--- config.mk ---
export PLATFORM = sky130hd
export DESIGN_NAME = led_fade_program_sequencer
export DESIGN_NICKNAME = d
export VERILOG_FILES = /design/src/design/lfps_pkg.sv /design/src/design/led_fade_program_sequencer.sv /design/src/design/lfps_cfg_regs.sv /design/src/design/lfps_core.sv
export SDC_FILE = /design/constraint.sdc
export NUM_CORES = 1
export LEC_CHECK = 0
export ABC_CLOCK_PERIOD_IN_PS = 5300
export CAP_MARGIN = 40
export CORE_ASPECT_RATIO = 0.7
export CORE_MARGIN = 8
export CORE_UTILIZATION = 59
export CTS_CLUSTER_SIZE = 30
export DETAILED_ROUTE_END_ITERATION = 16
export DONT_BUFFER_PORTS = 1
export PLACE_DENSITY_LB_ADDON = 0.12
export SYNTH_ARGS = -nofsm -noshare
export SYNTH_HDL_FRONTEND = slang
export SYNTH_SLANG_ARGS = --single-unit
--- constraint.sdc ---
create_clock -name clk_i -period 5.3 [get_ports clk_i]
set_input_delay 1.325 -clock clk_i [delete_from_list [all_inputs] [get_ports clk_i]]
set_output_delay 1.325 -clock clk_i [all_outputs]
set_load 0.05 [all_outputs]
--- src/design/lfps_pkg.sv ---
// Shared types, constants and lookup tables of the LED fade program sequencer.
`timescale 1ns / 1ps

package lfps_pkg;

  localparam int TABLE_STEPS = 101;
  localparam int DUTY_FULL   = 10000;

  localparam int DUTY_W  = 14;
  localparam int LEVEL_W = 7;
  localparam int SEG_W   = 3;
  localparam int TICK_W  = 16;
  localparam int PROG_W  = 2;
  localparam int CFG_IDX_W = 3;
  localparam int NUM_PROGS = 4;
  localparam int MAX_SEGS  = 6;

  localparam logic [LEVEL_W-1:0] LEVEL_MAX   = LEVEL_W'(TABLE_STEPS - 1);
  localparam logic [LEVEL_W-1:0] LEVEL_RESET = 7'd100;
  localparam logic [DUTY_W-1:0]  DUTY_LIMIT  = DUTY_W'(DUTY_FULL);

  // Program codes carried by the program request.
  localparam logic [PROG_W-1:0] PROG_STEADY = 2'd0;
  localparam logic [PROG_W-1:0] PROG_SLOW   = 2'd1;
  localparam logic [PROG_W-1:0] PROG_NORMAL = 2'd2;
  localparam logic [PROG_W-1:0] PROG_BLINK  = 2'd3;

  // Configuration register indexes.
  localparam logic [CFG_IDX_W-1:0] REG_SLOW   = 3'd0;
  localparam logic [CFG_IDX_W-1:0] REG_NORMAL = 3'd1;
  localparam logic [CFG_IDX_W-1:0] REG_QUICK  = 3'd2;
  localparam logic [CFG_IDX_W-1:0] REG_HOLD   = 3'd3;
  localparam logic [CFG_IDX_W-1:0] REG_STEADY = 3'd4;

  // Which tick register times a segment.
  typedef enum logic [2:0] {
    KIND_SLOW,
    KIND_NORMAL,
    KIND_QUICK,
    KIND_HOLD,
    KIND_STEADY
  } seg_kind_e;

  typedef struct packed {
    logic [TICK_W-1:0] slow_ticks;
    logic [TICK_W-1:0] normal_ticks;
    logic [TICK_W-1:0] quick_ticks;
    logic [TICK_W-1:0] hold_ticks;
    logic [TICK_W-1:0] steady_ticks;
  } cfg_t;

  typedef struct packed {
    logic [DUTY_W-1:0]  duty;
    logic [LEVEL_W-1:0] level;
    logic [SEG_W-1:0]   segment;
    logic               restarted;
  } result_t;

  localparam logic [SEG_W-1:0] SEG_COUNT [NUM_PROGS] = '{3'd1, 3'd2, 3'd2, 3'd6};

  localparam logic [LEVEL_W-1:0] SEG_FROM [NUM_PROGS][MAX_SEGS] = '{
    '{7'd100, 7'd0,   7'd0,   7'd0,  7'd0,   7'd0},
    '{7'd0,   7'd100, 7'd0,   7'd0,  7'd0,   7'd0},
    '{7'd0,   7'd100, 7'd0,   7'd0,  7'd0,   7'd0},
    '{7'd20,  7'd100, 7'd100, 7'd50, 7'd100, 7'd100}
  };

  localparam logic [LEVEL_W-1:0] SEG_TO [NUM_PROGS][MAX_SEGS] = '{
    '{7'd100, 7'd0,   7'd0,  7'd0,   7'd0,   7'd0},
    '{7'd100, 7'd0,   7'd0,  7'd0,   7'd0,   7'd0},
    '{7'd100, 7'd0,   7'd0,  7'd0,   7'd0,   7'd0},
    '{7'd100, 7'd100, 7'd50, 7'd100, 7'd100, 7'd20}
  };

  localparam seg_kind_e SEG_KIND [NUM_PROGS][MAX_SEGS] = '{
    '{KIND_STEADY, KIND_HOLD,   KIND_HOLD,  KIND_HOLD,  KIND_HOLD, KIND_HOLD},
    '{KIND_SLOW,   KIND_SLOW,   KIND_HOLD,  KIND_HOLD,  KIND_HOLD, KIND_HOLD},
    '{KIND_NORMAL, KIND_NORMAL, KIND_HOLD,  KIND_HOLD,  KIND_HOLD, KIND_HOLD},
    '{KIND_NORMAL, KIND_HOLD,   KIND_QUICK, KIND_QUICK, KIND_HOLD, KIND_NORMAL}
  };

  // Exponential brightness curve in hundredths of a percent.
  localparam logic [DUTY_W-1:0] BRIGHT_TABLE [TABLE_STEPS] = '{
    14'd0, 14'd0, 14'd0, 14'd0, 14'd0, 14'd0, 14'd0, 14'd0, 14'd1, 14'd1,
    14'd1, 14'd1, 14'd2, 14'd2, 14'd2, 14'd2, 14'd3, 14'd3, 14'd4, 14'd4,
    14'd5, 14'd5, 14'd6, 14'd7, 14'd8, 14'd9, 14'd9, 14'd11, 14'd12, 14'd13,
    14'd14, 14'd16, 14'd18, 14'd19, 14'd21, 14'd24, 14'd26, 14'd29, 14'd32, 14'd35,
    14'd38, 14'd42, 14'd46, 14'd51, 14'd56, 14'd62, 14'd68, 14'd74, 14'd82, 14'd90,
    14'd99, 14'd108, 14'd119, 14'd130, 14'd143, 14'd157, 14'd172, 14'd189, 14'd207,
    14'd228, 14'd250, 14'd274, 14'd300, 14'd330, 14'd362, 14'd397, 14'd435, 14'd477,
    14'd523, 14'd574, 14'd629, 14'd690, 14'd757, 14'd830, 14'd911, 14'd999,
    14'd1095, 14'd1201, 14'd1317, 14'd1444, 14'd1583, 14'd1736, 14'd1904, 14'd2088,
    14'd2289, 14'd2510, 14'd2753, 14'd3018, 14'd3310, 14'd3629, 14'd3980, 14'd4364,
    14'd4785, 14'd5247, 14'd5753, 14'd6308, 14'd6917, 14'd7584, 14'd8316, 14'd9119,
    14'd10000
  };

  // Duty for a level, with the level and the duty both kept inside their bounds.
  function automatic logic [DUTY_W-1:0] lfps_duty(input logic [LEVEL_W-1:0] lvl);
    logic [LEVEL_W-1:0] idx;
    logic [DUTY_W-1:0]  d;
    idx = (lvl > LEVEL_MAX) ? LEVEL_MAX : lvl;
    d   = BRIGHT_TABLE[idx];
    return (d > DUTY_LIMIT) ? DUTY_LIMIT : d;
  endfunction

endpackage

--- src/design/led_fade_program_sequencer.sv ---
// Top level of the LED fade program sequencer: input register, step logic, result register.
// An accepted word waits in the input register; its result is registered as the word moves on.
// Throughput: one word per cycle unless the result stalls; the tick step is a single pass through lfps_core.
// A stalled result holds still; the input stalls only once the input register is full too.
// Reset (rst_ni low, asynchronous): both stages empty, steady-on program, level 100,
// tick counter zero and the tick registers at their default values.
`timescale 1ns / 1ps

module led_fade_program_sequencer import lfps_pkg::*; (
  input  logic                 clk_i,
  input  logic                 rst_ni,
  // Tick input channel.
  input  logic                 in_valid_i,
  output logic                 in_stall_o,
  input  logic [PROG_W-1:0]    program_req_i,
  // Result channel.
  output logic                 out_valid_o,
  input  logic                 out_stall_i,
  output logic [DUTY_W-1:0]    duty_o,
  output logic [LEVEL_W-1:0]   level_o,
  output logic [SEG_W-1:0]     segment_o,
  output logic                 restarted_o,
  // Configuration write port.
  input  logic                 cfg_we_i,
  input  logic [CFG_IDX_W-1:0] cfg_index_i,
  input  logic [TICK_W-1:0]    cfg_wdata_i
);

  logic              in_valid_q;
  logic [PROG_W-1:0] in_req_q;
  logic              out_valid_q;
  result_t           out_res_q;
  result_t           core_res;
  cfg_t              cfg;
  logic              advance;
  logic              step;

  // The result register can take a new word when it is empty or its word leaves now.
  assign advance    = !out_valid_q || !out_stall_i;
  // The input register only blocks when it holds a word that cannot move on.
  assign in_stall_o = in_valid_q && !advance;
  // The program state steps exactly once per tick word, as it moves to the result.
  assign step       = in_valid_q && advance;

  always_ff @(posedge clk_i or negedge rst_ni) begin
    if (!rst_ni) begin
      in_valid_q  <= 1'b0;
      out_valid_q <= 1'b0;
    end else begin
      if (!in_stall_o) begin
        in_valid_q <= in_valid_i;
      end
      if (advance) begin
        out_valid_q <= in_valid_q;
      end
    end
  end

  // Payload registers load only with a word, so a stalled result holds still.
  always_ff @(posedge clk_i) begin
    if (in_valid_i && !in_stall_o) begin
      in_req_q <= program_req_i;
    end
    if (step) begin
      out_res_q <= core_res;
    end
  end

  lfps_cfg_regs u_cfg (
    .clk_i       (clk_i),
    .rst_ni      (rst_ni),
    .cfg_we_i    (cfg_we_i),
    .cfg_index_i (cfg_index_i),
    .cfg_wdata_i (cfg_wdata_i),
    .cfg_o       (cfg)
  );

  lfps_core u_core (
    .clk_i    (clk_i),
    .rst_ni   (rst_ni),
    .step_i   (step),
    .req_i    (in_req_q),
    .cfg_i    (cfg),
    .result_o (core_res)
  );

  assign out_valid_o = out_valid_q;
  assign duty_o      = out_res_q.duty;
  assign level_o     = out_res_q.level;
  assign segment_o   = out_res_q.segment;
  assign restarted_o = out_res_q.restarted;

endmodule

--- src/design/lfps_cfg_regs.sv ---
// Tick configuration registers of the LED fade program sequencer.
`timescale 1ns / 1ps

module lfps_cfg_regs import lfps_pkg::*; (
  input  logic                 clk_i,
  input  logic                 rst_ni,
  input  logic                 cfg_we_i,
  input  logic [CFG_IDX_W-1:0] cfg_index_i,
  input  logic [TICK_W-1:0]    cfg_wdata_i,
  output cfg_t                 cfg_o
);

  cfg_t              cfg_q;
  logic [TICK_W-1:0] wdata;

  // A written zero counts as one tick, so it is stored as one.
  assign wdata = (cfg_wdata_i == '0) ? TICK_W'(1) : cfg_wdata_i;

  always_ff @(posedge clk_i or negedge rst_ni) begin
    if (!rst_ni) begin
      cfg_q.slow_ticks   <= 16'd20;
      cfg_q.normal_ticks <= 16'd10;
      cfg_q.quick_ticks  <= 16'd2;
      cfg_q.hold_ticks   <= 16'd200;
      cfg_q.steady_ticks <= 16'd10;
    end else if (cfg_we_i) begin
      unique case (cfg_index_i)
        REG_SLOW:   cfg_q.slow_ticks   <= wdata;
        REG_NORMAL: cfg_q.normal_ticks <= wdata;
        REG_QUICK:  cfg_q.quick_ticks  <= wdata;
        REG_HOLD:   cfg_q.hold_ticks   <= wdata;
        REG_STEADY: cfg_q.steady_ticks <= wdata;
        default: ;
      endcase
    end
  end

  assign cfg_o = cfg_q;

endmodule

--- src/design/lfps_core.sv ---
// Program state and the combinational step logic of the LED fade program sequencer.
`timescale 1ns / 1ps

module lfps_core import lfps_pkg::*; (
  input  logic              clk_i,
  input  logic              rst_ni,
  input  logic              step_i,
  input  logic [PROG_W-1:0] req_i,
  input  cfg_t              cfg_i,
  output result_t           result_o
);

  logic [PROG_W-1:0]  prog_q, prog_d;
  logic [SEG_W-1:0]   seg_q, seg_d;
  logic [LEVEL_W-1:0] lvl_q, lvl_d;
  logic [TICK_W-1:0]  ticks_q, ticks_d;

  logic               changed, load;
  logic [SEG_W-1:0]   seg_cur, seg_nxt;
  logic [LEVEL_W-1:0] lvl_cur, target;
  logic [TICK_W-1:0]  ticks_cur, ticks_dec;

  function automatic logic [TICK_W-1:0] seg_len(input seg_kind_e kind, input cfg_t c);
    logic [TICK_W-1:0] v;
    unique case (kind)
      KIND_SLOW:   v = c.slow_ticks;
      KIND_NORMAL: v = c.normal_ticks;
      KIND_QUICK:  v = c.quick_ticks;
      KIND_HOLD:   v = c.hold_ticks;
      KIND_STEADY: v = c.steady_ticks;
      default:     v = c.hold_ticks;
    endcase
    return v;
  endfunction

  always_comb begin
    changed = (req_i != prog_q);
    load    = changed || (ticks_q == '0);

    // After a change or at start-up the segment list is entered at its head.
    seg_cur   = load ? '0 : seg_q;
    lvl_cur   = load ? SEG_FROM[req_i][0] : lvl_q;
    ticks_cur = load ? seg_len(SEG_KIND[req_i][0], cfg_i) : ticks_q;
    ticks_dec = ticks_cur - TICK_W'(1);

    target  = SEG_TO[req_i][seg_cur];
    seg_nxt = seg_cur + SEG_W'(1);
    if (seg_nxt >= SEG_COUNT[req_i]) begin
      seg_nxt = '0;
    end

    prog_d  = req_i;
    seg_d   = seg_cur;
    lvl_d   = lvl_cur;
    ticks_d = ticks_dec;
    if (ticks_dec == '0) begin
      if (lvl_cur != target) begin
        lvl_d   = (lvl_cur < target) ? lvl_cur + LEVEL_W'(1) : lvl_cur - LEVEL_W'(1);
        ticks_d = seg_len(SEG_KIND[req_i][seg_cur], cfg_i);
      end else begin
        seg_d   = seg_nxt;
        lvl_d   = SEG_FROM[req_i][seg_nxt];
        ticks_d = seg_len(SEG_KIND[req_i][seg_nxt], cfg_i);
      end
    end

    result_o.duty      = lfps_duty(lvl_cur);
    result_o.level     = lvl_cur;
    result_o.segment   = seg_cur;
    result_o.restarted = changed;
  end

  always_ff @(posedge clk_i or negedge rst_ni) begin
    if (!rst_ni) begin
      prog_q  <= PROG_STEADY;
      seg_q   <= '0;
      lvl_q   <= LEVEL_RESET;
      ticks_q <= '0;
    end else if (step_i) begin
      prog_q  <= prog_d;
      seg_q   <= seg_d;
      lvl_q   <= lvl_d;
      ticks_q <= ticks_d;
    end
  end

endmodule

==> results.py, run 1 <==
metrics = {
    "outcome": {
        "run_status": "completed",
    },
    "synth": {
        "synth_xor_area_frac": 0.02086,
        "ys_seq_area_frac": 0.3574,
        "synth_compound_area_frac": 0.2563,
        "syn_area_um2": 10020,
        "ys_types": 89,
        "yosys-top-cells-area": "dfrtp_1 (24%), mux2_2 (8.9%), edfxtp_1 (8.1%)",
        "synth_area_per_cell_um2": 8.856,
        "synth_top_area_cell": "dfrtp_1",
        "synth_fp_nets": 1192,
        "synth_cells": 1131,
        "yosysWarnings": 0,
        "synth-simple-area-share": 0.1700,
        "synth_edf_count": 27,
        "synth-seq-cells": 137,
        "synth.top_cell.area_share": 0.2423,
        "muxShareOfSynthArea": 0.1031,
        "synth_top_family_by_area": "compound AO/OA/AOI/OAI gates",
        "synth_adder_area_share": 0.04747,
        "synth_ff_type": "dfrtp_1",
        "ys_async_sr_fraction": 0.8029,
    },
    "final_layout": {
        "diodes": 0,
        "final_cell_mix": "nand2_1 (129), nor2_1 (102), dfrtp_1 (96), o21ai_0 (84), mux2_2 (79)",
        "area_growth_pct": 11.93,
        "finalInstanceArea_um2": 11210,
        "mostFrequentLayoutCell": "nand2_1",
        "drive_gt1_frac": 0.2026,
        "fillers": 1367,
        "multi_input_area_um2": 6098,
        "final-seq-area_um2": 3581,
        "nets": 1193,
    },
    "drt": {
        "dr.pass1.iters": 9,
        "wirelength_um": 34340,
        "ant_nets": 0,
        "vias_per_cell": 7.084,
        "vias": 9747,
        "drt_iter0_markers": 1579,
        "wl_per_cell_um": 24.95,
        "drcViolationCount": 0,
    },
    "die": {
        "die-area_um2": 21470,
        "initial_core_util": 0.5938,
        "io_pins": 53,
        "rows": 40,
        "coreArea_um2": 16870,
        "die_w_um": 171.7,
        "die_h_um": 125.0,
    },
    "sta": {
        "tightestPinTransition_ns": 0.8863,
        "fmax_ghz": 0.1966,
        "min_period_ns": 5.086,
        "period_share": 0.9596,
        "fin_skew_ns": 0.01086,
        "rsz0062_at_grt": "yes",
        "finalSetupViolCount": 0,
        "finalHoldViolCount": 0,
        "slew_headroom": 0.4091,
        "slew_viol_final": 0,
    },
    "placed_design": {
        "dp_hpwl_um": 24370,
        "finalWeightedCongestion": 1.005,
        "portBuffers": 0,
        "place_area_um2": 10480,
    },
    "power": {
        "power_mw": 4.721,
        "p_sw_frac": 0.4034,
        "power.share.clock": 0.276,
        "peakVddDrop_mv": 0.2010,
        "p_seq_frac": 0.361,
        "power_density_nw_per_um2": 421.1,
        "p_switching_mw": 1.904,
        "power_leakage_nw": 4.429,
        "p_int_mw": 2.816,
        "combPwrFrac": 0.363,
    },
    "setup_path": {
        "end_kind": "flop",
        "crit_type": "reg2reg",
        "crit_fanout": 5,
        "cp-start-kind": "flop",
        "cp.arrival_ns": 5.43,
        "worstPathRequired_ns": 5.65,
    },
    "clocking": {
        "cts_max_path_buffers": 2,
        "clkLatencyLatePin_ns": 0.43,
        "cts_buffers": 17,
        "cts-root-buf": "clkbuf_16",
        "postCtsHoldBufs": 0,
        "cts_sinks": 137,
        "cts_tree": "yes",
        "htreeDepth": 4,
        "clk_pin_slew_ns": 0.07,
    },
    "worst_hold_path": {
        "hold_path.class": "reg2reg",
    },
    "global_route": {
        "grt_usage": 0.3177,
        "overflow": 0,
        "grt_max_degree": 111,
        "antenna_found_initial": 0,
        "grt_pass1_wl_um": 53300,
        "grt_pass1_vias": 8978,
    },
    "job": {
        "drv_cap": 0,
    },
}
==> power groups by stage <==
stage / sequential (mW) / clock, mW / combinational, mW
after floorplan: 1.59 / 0 / 1.22
after global placement: 1.70 / 0 / 1.58
after detailed placement: 1.70 / 0 / 1.60
after CTS: 1.68 / 1.31 / 1.62
after global routing: 1.73 / 1.35 / 1.84
final: 1.70 / 1.30 / 1.72
==> path summary, 6_finish.rpt <==
kind | start | to | slack, ns | cells past startpoint
setup / recovery | u_core.ticks_q[12] | u_core.lvl_q[5] | 0.21 | 20
hold / removal | in_valid_q | out_valid_o | 0.50 | 1
setup reg to reg | u_core.ticks_q[12] | u_core.lvl_q[5] | 0.21 | 20
hold reg to reg | in_valid_q | out_valid_o | 0.50 | 1
max in group asynchronous | rst_ni | u_cfg.cfg_o[51] | 4.45 | 0
min in group asynchronous | rst_ni | u_cfg.cfg_o[44] | 0.58 | 0
==> cell families (layout without fill, tap and decap cells) <==
| family | Yosys count | in the layout |
|---|---|---|
| AO/OA/AOI/OAI | 371 | 372 |
| AND/OR/NAND/NOR | 362 | 362 |
| flip-flops | 137 | 137 |
| buffers and inverters | 108 | 121 |
| multiplexers | 92 | 92 |
| adder cells (fa/ha/maj) | 38 | 38 |
| XOR/XNOR | 23 | 23 |
==> stage by stage <==
stage	std cells	TNS, ns	setup WS (ns)	util	hold WS (ns)
2_1_floorplan	1131	0	0.001323	-	0.4574
3_5_place_dp	1337	0	0.2808	0.6213	0.4859
6_report	1376	0	0.2140	0.6647	0.4980
4_1_cts	1369	0	0.1947	0.6590	0.5039
3_3_place_gp	1334	0	0.3343	0.6185	0.4778
5_1_grt	1376	-0.02447	-0.02447	0.6647	0.5310
==> what timing repair did <==
item                       4_1_cts  5_1_grt
setup buffers                    0        6
setup endpoints to repair        0        7
gates resized for setup          0       11
==> metal layers <==
layer  global-route usage  vias up  routed length (um)
li1                     -     4289                   -
met1               0.4888     4682               15350
met2               0.4058      711               13720
met3               0.1141       65                4689
met4              0.08190        0                 575
met5                    0        -                   0
==> layout make-up <==
cell class              instances  share of cell area
multi-input cells             887              0.5440
well taps                     231             0.02578
repair buffers                 65             0.04609
flip-flops and latches        137              0.3194
clock inverters                13             0.01618
clock buffers                  19             0.04051
inverters                      24            0.008036
==> critical path, stage by stage (launching register included) <==
cell	delay, ns
dfrtp_1	0.40
or4_4	0.59
nor4_4	0.38
a21oi_4	0.12
buf_4	0.18
and2_1	0.17
ha_1	0.31
o21a_1	0.20
or3_1	0.31
maj3_1	0.37
nor2_2	0.16
o31ai_4	0.12
buf_4	0.19
ha_1	0.33
o21a_1	0.12
nor2_1	0.09
a21oi_1	0.05
maj3_1	0.37
xor2_1	0.15
o21ai_0	0.27
a21oi_1	0.12
==> synth_stat cells, types with 14 or more instances <==
cell	number
a211oi_1	22
a21oi_1	67
a222oi_1	14
a22oi_1	25
a31oi_1	18
clkbuf_1	62
dfrtp_1	97
edfxtp_1	27
ha_1	34
inv_1	22
mux2_2	79
nand2_1	129
nand3_1	20
nor2_1	104
nor3_1	22
o21ai_0	85
o22ai_1	14
==> state kept, by name (all words and copies together) (netlist names), 2 cells and up <==
signal          count
u_core.prog_q       2
in_req_q            2
level_o             7
u_cfg.cfg_o        80
u_core.lvl_q        7
duty_o             14
u_core.seg_q        3
u_core.ticks_q     16
segment_o           3
(Power assumes the default switching activity.)
==> inputs of run 2 (changes only) <==
--- a/config.mk
+++ b/config.mk
@@ -10,7 +10,7 @@
 export CORE_ASPECT_RATIO = 0.7
 export CORE_MARGIN = 8
 export CORE_UTILIZATION = 59
-export CTS_CLUSTER_SIZE = 30
+export CTS_CLUSTER_SIZE = 20
 export DETAILED_ROUTE_END_ITERATION = 16
 export DONT_BUFFER_PORTS = 1
 export PLACE_DENSITY_LB_ADDON = 0.12
==> constraint.sdc (replaced) <==
create_clock -name clk_i -period 5.3 [get_ports clk_i]
set_input_delay 0.53 -clock clk_i [delete_from_list [all_inputs] [get_ports clk_i]]
set_output_delay 0.53 -clock clk_i [all_outputs]
set_load 0.05 [all_outputs]
==> run 2 against run 1 <==
  * Clock skew is 0.00075 ns lower
  * Register-to-register slack hardly changed
  * Sequential power hardly changed
  * Critical path type unchanged
  * Critical endpoint is now u_core.lvl_q[6]
  * Largest power group is now sequential cells
  * Highest routed layer unchanged
==> results.py, run 2 (same netlist as run 1, synthesis figures left out) <==
metrics = {
    "outcome": {
        "run_status": "completed",
    },
    "power": {
        "p_int_mw": 2.641,
        "p_sw_frac": 0.4146,
        "p_seq_frac": 0.377,
        "power_leakage_nw": 4.354,
        "combPwrFrac": 0.373,
        "power_mw": 4.511,
        "power_density_nw_per_um2": 407.6,
        "p_switching_mw": 1.870,
        "peakVddDrop_mv": 0.2502,
        "power.share.clock": 0.249,
    },
    "drt": {
        "top_layer_used": "met4",
        "route.met2.wl_um": 13180,
        "vias": 9689,
        "dr.pass1.iters": 7,
        "wl_per_cell_um": 24.50,
        "ant_nets": 0,
        "drt-met1-wl_um": 15070,
        "wl_met3_um": 4700,
        "drcViolationCount": 0,
        "drt_iter0_markers": 1292,
        "wirelength_um": 33540,
        "vias_per_cell": 7.077,
    },
    "setup_path": {
        "r2r_start": "u_core.ticks_q[1]",
        "reg2reg_setup_slack_ns": 0.20,
        "crit_type": "reg2reg",
        "cp.arrival_ns": 5.45,
        "worstPathRequired_ns": 5.65,
        "cp-start-kind": "flop",
        "crit_fanout": 9,
        "timing.rr.end": "u_core.lvl_q[6]",
        "worst_r2r_path_depth": 20,
        "end_kind": "flop",
    },
    "global_route": {
        "overflow": 0,
        "grt_pass1_vias": 9062,
        "grt_usage": 0.3141,
        "grt_pass1_wl_um": 53070,
        "grt_max_degree": 111,
        "antenna_found_initial": 0,
    },
    "sta": {
        "fmax_ghz": 0.1962,
        "finalSetupViolCount": 0,
        "slew_viol_final": 0,
        "finalHoldViolCount": 0,
        "hold_slack_ns": 0.02756,
        "tightestPinTransition_ns": 0.9394,
        "period_share": 0.9615,
        "min_period_ns": 5.096,
        "slew_headroom": 0.3684,
        "fin_setup_tns_ns": 0,
        "fin_skew_ns": 0.01012,
        "rsz0062_at_grt": "yes",
    },
    "die": {
        "initial_core_util": 0.5938,
        "die_h_um": 125.0,
        "rows": 40,
        "die_w_um": 171.7,
        "io_pins": 53,
        "coreArea_um2": 16870,
        "die-area_um2": 21470,
    },
    "clocking": {
        "cts_tree": "yes",
        "htreeDepth": 4,
        "clk_pin_slew_ns": 0.07,
        "cts_buffers": 17,
        "cts-root-buf": "clkbuf_16",
        "cts_max_path_buffers": 2,
        "post_cts_buffers": 0,
        "clkLatencyLatePin_ns": 0.43,
        "cts_sinks": 137,
    },
    "final_layout": {
        "area_growth_pct": 10.49,
        "fillers": 1392,
        "final_cell_mix": "nand2_1 (129), nor2_1 (102), dfrtp_1 (97), o21ai_0 (85), mux2_2 (79)",
        "drive_gt1_frac": 0.1942,
        "mostFrequentLayoutCell": "nand2_1",
        "nets": 1186,
        "diodes": 0,
        "largest_reg_flops": 80,
    },
    "placed_design": {
        "dp_hpwl_um": 24250,
        "finalWeightedCongestion": 1.003,
        "portBuffers": 0,
    },
    "job": {
        "drv_cap": 0,
    },
    "worst_hold_path": {
        "hold_path.class": "in2async",
    },
}
run 2: worst max-delay path by stage:
| stage | startpoint | endpoint | slack, ns | depth (start not counted) |
|---|---|---|---|---|
| after CTS | u_core.ticks_q[1] | u_core.lvl_q[6] | 0.19 | 20 |
| after floorplan | in_req_q[0] | u_core.lvl_q[6] | 0.001 | 27 |
| final | u_core.ticks_q[1] | u_core.lvl_q[6] | 0.20 | 20 |
| after global placement | u_core.ticks_q[1] | u_core.lvl_q[6] | 0.34 | 20 |
| after detailed placement | u_core.ticks_q[1] | u_core.lvl_q[6] | 0.26 | 20 |
| after global routing | u_core.ticks_q[5] | u_core.lvl_q[6] | -0.005 | 21 |
run 2: through the flow:
| step | setup slack (ns) | cell area (um2) | utilization | instances |
|---|---|---|---|---|
| 5_1_grt | -0.004599 | 11070 | 0.6562 | 1369 |
| 6_report | 0.2040 | 11070 | 0.6562 | 1369 |
| 2_1_floorplan | 0.001323 | 10090 | - | 1131 |
| 3_3_place_gp | 0.3374 | 10420 | 0.6180 | 1333 |
| 3_5_place_dp | 0.2551 | 10470 | 0.6208 | 1336 |
| 4_1_cts | 0.1909 | 11040 | 0.6548 | 1369 |
run 2: cell type report:
cell class	instances	area, um2	share of cell area
inverter	24	90.09	0.008140
sequential	137	3580	0.3235
clock buffer	20	456.7	0.04127
tap	231	289.0	0.02612
multi-input combinational	886	6071	0.5486
timing repair buffer	59	491.7	0.04443
clock inverter	12	88.84	0.008027
run 2: critical path: stages (launching register included):
cell and delay (ns):
dfrtp_1 0.42, or4_1 0.68, nor2_4 0.20, a21oi_2 0.11
buf_4 0.18, and2_1 0.18, ha_1 0.32, o21a_1 0.20
or3_1 0.32, maj3_1 0.38, nor2_2 0.16, o31ai_4 0.16
fa_2 0.43, a21o_1 0.18, a21oi_2 0.18, nand2_1 0.07
a21oi_1 0.17, a21boi_0 0.11, or3_1 0.34, a21boi_1 0.14
o31ai_1 0.09
run 2: routing by layer:
metal / GRT usage / up-vias
li1: - / 4273
met1: 0.4774 / 4653
met3: 0.1072 / 66
met4: 0.07583 / 0
met2: 0.4146 / 697
met5: 0 / -
run 2: power by group through the flow:
stage / sequential (mW) / combinational (mW) / clock (mW)
after global routing: 1.73 / 1.82 / 1.17
after CTS: 1.69 / 1.63 / 1.13
final: 1.70 / 1.68 / 1.12
after floorplan: 1.59 / 1.22 / 0
after global placement: 1.70 / 1.58 / 0
after detailed placement: 1.70 / 1.60 / 0
run 2: repair_timing:
action,CTS,global route
setup endpoints to repair,0,4
hold buffers,1,0
endpoints found under the hold margin,110,0
resized for setup,0,4
